### src/rhsf_pkg.sv
// Package: types, constants and the byte-code map of the rolling hash substring finder.
package rhsf_pkg;

	localparam int MAX_PATTERN_DEF     = 64;
	localparam int TEXT_COUNT_BITS_DEF = 20;
	localparam int HASH_W              = 31;
	localparam int CODE_W              = 7;
	localparam int POS_W               = 20;
	localparam int PROD_W              = 2 * HASH_W;
	localparam int RED_CNT_W           = $clog2(PROD_W);
	localparam int CFG_IDX_W           = 1;

	localparam logic [HASH_W-1:0] HASH_BASE_RESET    = 31'd67;
	localparam logic [HASH_W-1:0] HASH_MODULUS_RESET = 31'd1000000007;
	localparam logic [POS_W-1:0]  POS_MAX            = {POS_W{1'b1}};

	localparam logic [CODE_W-1:0] CODE_SPACE = 7'd27;
	localparam logic [CODE_W-1:0] CODE_UPPER = 7'd28;
	localparam logic [CODE_W-1:0] CODE_DIGIT = 7'd54;
	localparam logic [CODE_W-1:0] CODE_OTHER = 7'd65;

	localparam logic [CFG_IDX_W-1:0] REG_HASH_BASE    = 1'd0;
	localparam logic [CFG_IDX_W-1:0] REG_HASH_MODULUS = 1'd1;

	localparam logic KIND_PATTERN = 1'b0;
	localparam logic KIND_TEXT    = 1'b1;

	typedef enum logic [1:0] {
		STATUS_FOUND     = 2'd0,
		STATUS_NOT_FOUND = 2'd1,
		STATUS_TOO_LONG  = 2'd2
	} status_t;

	typedef struct packed {
		logic       kind;
		logic [7:0] char_byte;
		logic       last_text;
	} item_t;

	typedef struct packed {
		status_t          status;
		logic [POS_W-1:0] match_position;
	} result_t;

	typedef struct packed {
		logic              start;
		logic [HASH_W-1:0] a;
		logic [HASH_W-1:0] b;
		logic [CODE_W-1:0] c;
		logic [HASH_W-1:0] m;
	} mm_req_t;

	typedef struct packed {
		logic              done;
		logic [HASH_W-1:0] result;
	} mm_resp_t;

	typedef enum logic [1:0] {
		MM_IDLE,
		MM_MUL,
		MM_ADD,
		MM_RED
	} mm_state_t;

	typedef enum logic [3:0] {
		ST_IDLE,
		ST_DISPATCH,
		ST_P_HASH,
		ST_P_POW,
		ST_T_PREV,
		ST_T_HASH,
		ST_T_CHECK,
		ST_T_OLD,
		ST_T_WIN,
		ST_FINISH
	} state_t;

	function automatic logic [CODE_W-1:0] code_of(input logic [7:0] c);
		logic [CODE_W-1:0] r;
		r = CODE_OTHER;
		if (c >= 8'h61 && c <= 8'h7a) r = CODE_W'(c - 8'h60);
		else if (c == 8'h20) r = CODE_SPACE;
		else if (c >= 8'h41 && c <= 8'h5a) r = CODE_W'(c - 8'h41) + CODE_UPPER;
		else if (c >= 8'h30 && c <= 8'h39) r = CODE_W'(c - 8'h30) + CODE_DIGIT;
		return r;
	endfunction

endpackage

### src/rhsf_modmul.sv
// Shared iterative unit: (a * b + c) mod m, one reduction bit per cycle.
module rhsf_modmul
	import rhsf_pkg::*;
(
	input  logic     clk,
	input  logic     arst_n,
	input  mm_req_t  req,
	output mm_resp_t resp
);

	mm_state_t state_q, state_d;
	logic [HASH_W-1:0]    a_q, b_q, m_q;
	logic [CODE_W-1:0]    c_q;
	logic [PROD_W-1:0]    prod_s1, v_q;
	logic [HASH_W-1:0]    r_q;
	logic [RED_CNT_W-1:0] cnt_q;
	logic                 done_q;
	logic [HASH_W:0]      r_shift, r_next;
	logic                 can_start;

	assign can_start = (state_q == MM_IDLE);
	assign r_shift   = {r_q, v_q[PROD_W-1]};
	assign r_next    = (r_shift >= {1'b0, m_q}) ? r_shift - {1'b0, m_q} : r_shift;

	always_comb begin
		state_d = state_q;
		case (state_q)
			MM_IDLE: if (req.start) state_d = MM_MUL;
			MM_MUL:  state_d = MM_ADD;
			MM_ADD:  state_d = MM_RED;
			MM_RED:  if (cnt_q == RED_CNT_W'(PROD_W - 1)) state_d = MM_IDLE;
			default: state_d = MM_IDLE;
		endcase
	end

	always_comb begin
		resp.done   = done_q;
		resp.result = r_q;
	end

	always_ff @(posedge clk or negedge arst_n) begin
		if (!arst_n) begin
			state_q <= MM_IDLE;
			done_q  <= 1'b0;
		end else begin
			state_q <= state_d;
			done_q  <= (state_q == MM_RED) && (cnt_q == RED_CNT_W'(PROD_W - 1));
		end
	end

	always_ff @(posedge clk) begin
		case (state_q)
			MM_IDLE: if (req.start) begin
				a_q <= req.a;
				b_q <= req.b;
				c_q <= req.c;
				m_q <= req.m;
			end
			MM_MUL: prod_s1 <= PROD_W'(a_q) * PROD_W'(b_q);
			MM_ADD: begin
				v_q   <= prod_s1 + PROD_W'(c_q);
				r_q   <= '0;
				cnt_q <= '0;
			end
			MM_RED: begin
				r_q   <= r_next[HASH_W-1:0];
				v_q   <= {v_q[PROD_W-2:0], 1'b0};
				cnt_q <= cnt_q + 1'b1;
			end
			default: ;
		endcase
	end

	a_start_idle: assert property (@(posedge clk) disable iff (!arst_n)
		req.start |-> can_start) else $error("start while busy");
	a_done_pulse: assert property (@(posedge clk) disable iff (!arst_n)
		resp.done |=> !resp.done) else $error("done held");
	a_result_reduced: assert property (@(posedge clk) disable iff (!arst_n)
		resp.done |-> (resp.result < m_q)) else $error("result not reduced");

endmodule

### config.mk
export PLATFORM = sky130hd
export DESIGN_NAME = rhsf_modmul
export DESIGN_NICKNAME = d
export VERILOG_FILES = /design/src/rhsf_pkg.sv /design/src/rhsf_modmul.sv
export SDC_FILE = /design/constraint.sdc
export NUM_CORES = 2
export LEC_CHECK = 0
export BUFFER_PORTS_ARGS = -buffer_cell sky130_fd_sc_hd__buf_2
export CAP_MARGIN = 20
export CORE_MARGIN = 3
export CORE_UTILIZATION = 45
export DETAILED_ROUTE_END_ITERATION = 7
export GPL_TIMING_DRIVEN = 0
export HOLD_SLACK_MARGIN = 0.1
export SYNTH_ARGS = -nofsm -noshare
export SYNTH_HDL_FRONTEND = slang
export SYNTH_SLANG_ARGS = --single-unit
### constraint.sdc
create_clock -name clk -period 11.7 [get_ports clk]
set_clock_uncertainty 0.2 [all_clocks]
set_input_delay 2.34 -clock clk [delete_from_list [all_inputs] [get_ports clk]]
set_output_delay 2.34 -clock clk [all_outputs]
set_load 0.02 [all_outputs]
==> impl_metrics.py <==
metrics = {
    "synth": {
        "seq_area_frac_synth": 0.181,
        "synth-main-ff-cell": "edfxtp_1",
        "synth_nets": 5712,
        "netlist_top_cells_area": "fa_1 (39%), edfxtp_1 (18%), ha_1 (8.6%)",
        "yosys_warnings": 0,
        "synth_cell_types": 74,
        "ys_ff_latch": 264,
        "synth_most_common_cell": "fa_1",
        "synth_area_um2": 43600,
        "syn_avg_cell_area_um2": 9.75,
        "synth_common_cells": "fa_1 (839), inv_1 (826), nand2_1 (621)",
        "synth_top_area_share": 0.385,
        "syn_inst": 4470,
        "synth-edff-count": 261,
        "async_reset_ff_frac": 0.0114,
        "synth_top_area_cell": "fa_1",
    },
    "worst_setup_path": {
        "worst_path_most_repeated_cell": "fa_1",
        "endpoint_kind": "register",
        "worst_setup_path_start_kind": "register",
        "path_buf_inv": 4,
        "crit_fanout": 10,
        "crit_cells": 23,
        "worstPathRequired_ns": 11.83,
        "path_delay_family": "adder cells",
        "r2r_cells": 23,
        "r2r_slack_ns": 2.73,
        "r2r-start": "a_q[12]",
        "crit_start": "a_q[12]",
        "rr_endpoint": "prod_s1[58]",
        "critical_path.max_stage_delay_ns": 0.83,
        "cp_slowest_cell": "clkbuf_1",
        "crit_chain": "clkbuf_1 -> and2_1 -> fa_1 -> fa_1 -> inv_1 -> fa_1 -> fa_1 -> inv_1 -> fa_1 -> fa_1 -> fa_1 -> fa_1 -> ha_1 -> clkbuf_1 -> nand2_1 -> o211ai_1 -> a41oi_1 -> nand4b_1 -> a21oi_1 -> o21ai_1 -> o21ai_1 -> a221oi_1 -> xnor2_1",
        "worstSetupPathType": "register to register",
        "arrival_ns": 9.11,
    },
    "outcome": {
        "status": "complete, no violations",
    },
    "global_routing": {
        "grt_pass1_vias": 33700,
        "grt.overflow.total": 0,
        "grt_usage": 0.288,
        "grt_max_degree": 60,
        "grt_pass1_wl_mm": 212,
        "antenna_found_initial": 5,
    },
    "timing": {
        "tns_ns": 0,
        "worstMarginPinSlew_ns": 1.30,
        "slew_viol_final": 0,
        "rsz0062_at_grt": "no",
        "hold_violations": 0,
        "finalSetupViolations": 0,
        "post-route-period-util": 0.767,
        "max_freq_mhz": 111,
        "relSlewSlack": 0.136,
        "min_period_ns": 8.97,
    },
    "placed_design": {
        "portBuffers": 134,
        "gp_congestion": 0.997,
        "hpwl_mm": 116,
    },
    "job": {
        "maxCapViolCount": 0,
    },
    "floorplan": {
        "io_pins": 135,
        "fp.dieW_um": 317,
        "die_area_um2": 101000,
        "fp-row-count": 113,
        "start_util": 0.456,
        "design.core.area_um2": 95600,
        "die_h_um": 317,
    },
    "route": {
        "firstDrtPassIters": 5,
        "wl_per_cell_um": 24.0,
        "drt_iter0_drc": 2671,
        "wl_mm": 142,
        "vias": 32200,
        "drc_errors": 0,
        "via_per_inst": 5.43,
        "ant_nets": 0,
    },
    "cts": {
        "h-tree-depth": 2,
        "post_cts_resize_count": 0,
        "clockBufferDepth": 3,
        "tritoncts": "yes",
        "worstSkewPairLatency_ns": 0.61,
        "clockRootBuffer": "clkbuf_16",
        "post_cts_buffers": 0,
        "clk_pin_slew_ns": 0.06,
        "numCtsBuffers": 35,
        "cts_hold_buf": 0,
        "clkSinkCount": 264,
    },
    "final_layout": {
        "fill_cells": 9132,
        "layout-drive-gt1-share": 0.0494,
        "syn2layout_area_growth_pct": 8.16,
        "nets": 5889,
    },
    "min_path": {
        "hp-class": "register to register",
        "min-delay-start": "v_q[29]",
        "hold-path-cell-count": 2,
        "hold_end": "v_q[30]",
    },
}
worst min-delay path: stages (launching register included):
cell and delay, ns:
edfxtp_1 0.32, nand2_1 0.05, o21ai_0 0.06
sequential cells by signal, summed over array words and instances (netlist names):
register  flops
c_q           7
cnt_q         6
r_q          31
v_q          62
m_q          31
state_q       2
a_q          31
done_q        1
prod_s1      62
b_q          31
metrics by stage:
step / utilization / instances / hold WS, ns / area [um^2] / worst slack [ns]
floorplan: - / 4470 / 0.298 / 43600 / 4.47
global placement: 0.480 / 5869 / 0.307 / 45800 / 2.76
detailed placement: 0.481 / 5874 / 0.315 / 46000 / 2.81
CTS: 0.493 / 5937 / 0.309 / 47100 / 2.78
global route: 0.493 / 5938 / 0.326 / 47100 / 2.39
finish: 0.493 / 5940 / 0.317 / 47200 / 2.73
logic make-up (layout without fill, tap and decap cells):
group | count (synthesis) | after routing | synth area share
adder cells (fa/ha/maj) | 1139 | 1139 | 0.471
AND/OR/NAND/NOR | 1440 | 1440 | 0.166
multiplexers | 7 | 7 | 0.00166
flip-flops | 264 | 264 | 0.181
XOR/XNOR | 123 | 123 | 0.0247
buffers and inverters | 1068 | 1271 | 0.0927
other | 0 | 2 | 0
AO/OA/AOI/OAI | 429 | 429 | 0.0625
layer usage:
metal	wire length, um	global-route usage	share of wire
met1	57700	0.384	0.40
met2	63700	0.453	0.45
met3	14000	0.0688	0.099
met4	6950	0.118	0.049
met5	13	0	0.000091
cell usage in the layout, fill, tap and decap left out, types with 61 or more instances in the layout:
cell type and count:
xnor2_1 74, fa_1 839, ha_1 299, o21ai_0 108
buf_2 142, inv_1 826, clkbuf_1 228, a21oi_1 122
edfxtp_1 261, a21o_1 61, nor2_1 77, and2_1 510
nand2_1 621
area by class of cell:
type                    instances  area (um^2)  share of cell area
diodes                          2         5.00            0.000106
plain buffers                 241          936              0.0198
inverters                     827         3100              0.0658
clock inverters                19          225             0.00478
repair buffers                140          796              0.0169
well taps                    1265         1580              0.0336
multi-input cells            3138        31700               0.671
flip-flops and latches        264         7910               0.168
clock buffers                  44          940              0.0199
worst max-delay path by stage:
stage,slack (ns),end
after floorplan,4.47,prod_s1[55]
after global placement,2.76,prod_s1[58]
after detailed placement,2.81,prod_s1[58]
after CTS,2.78,prod_s1[58]
after global routing,2.39,prod_s1[58]
final,2.73,prod_s1[58]
Power is left out: the tool's default activity adds up to more than one toggle a clock period on the data nets, which glitch-free logic cannot reach.
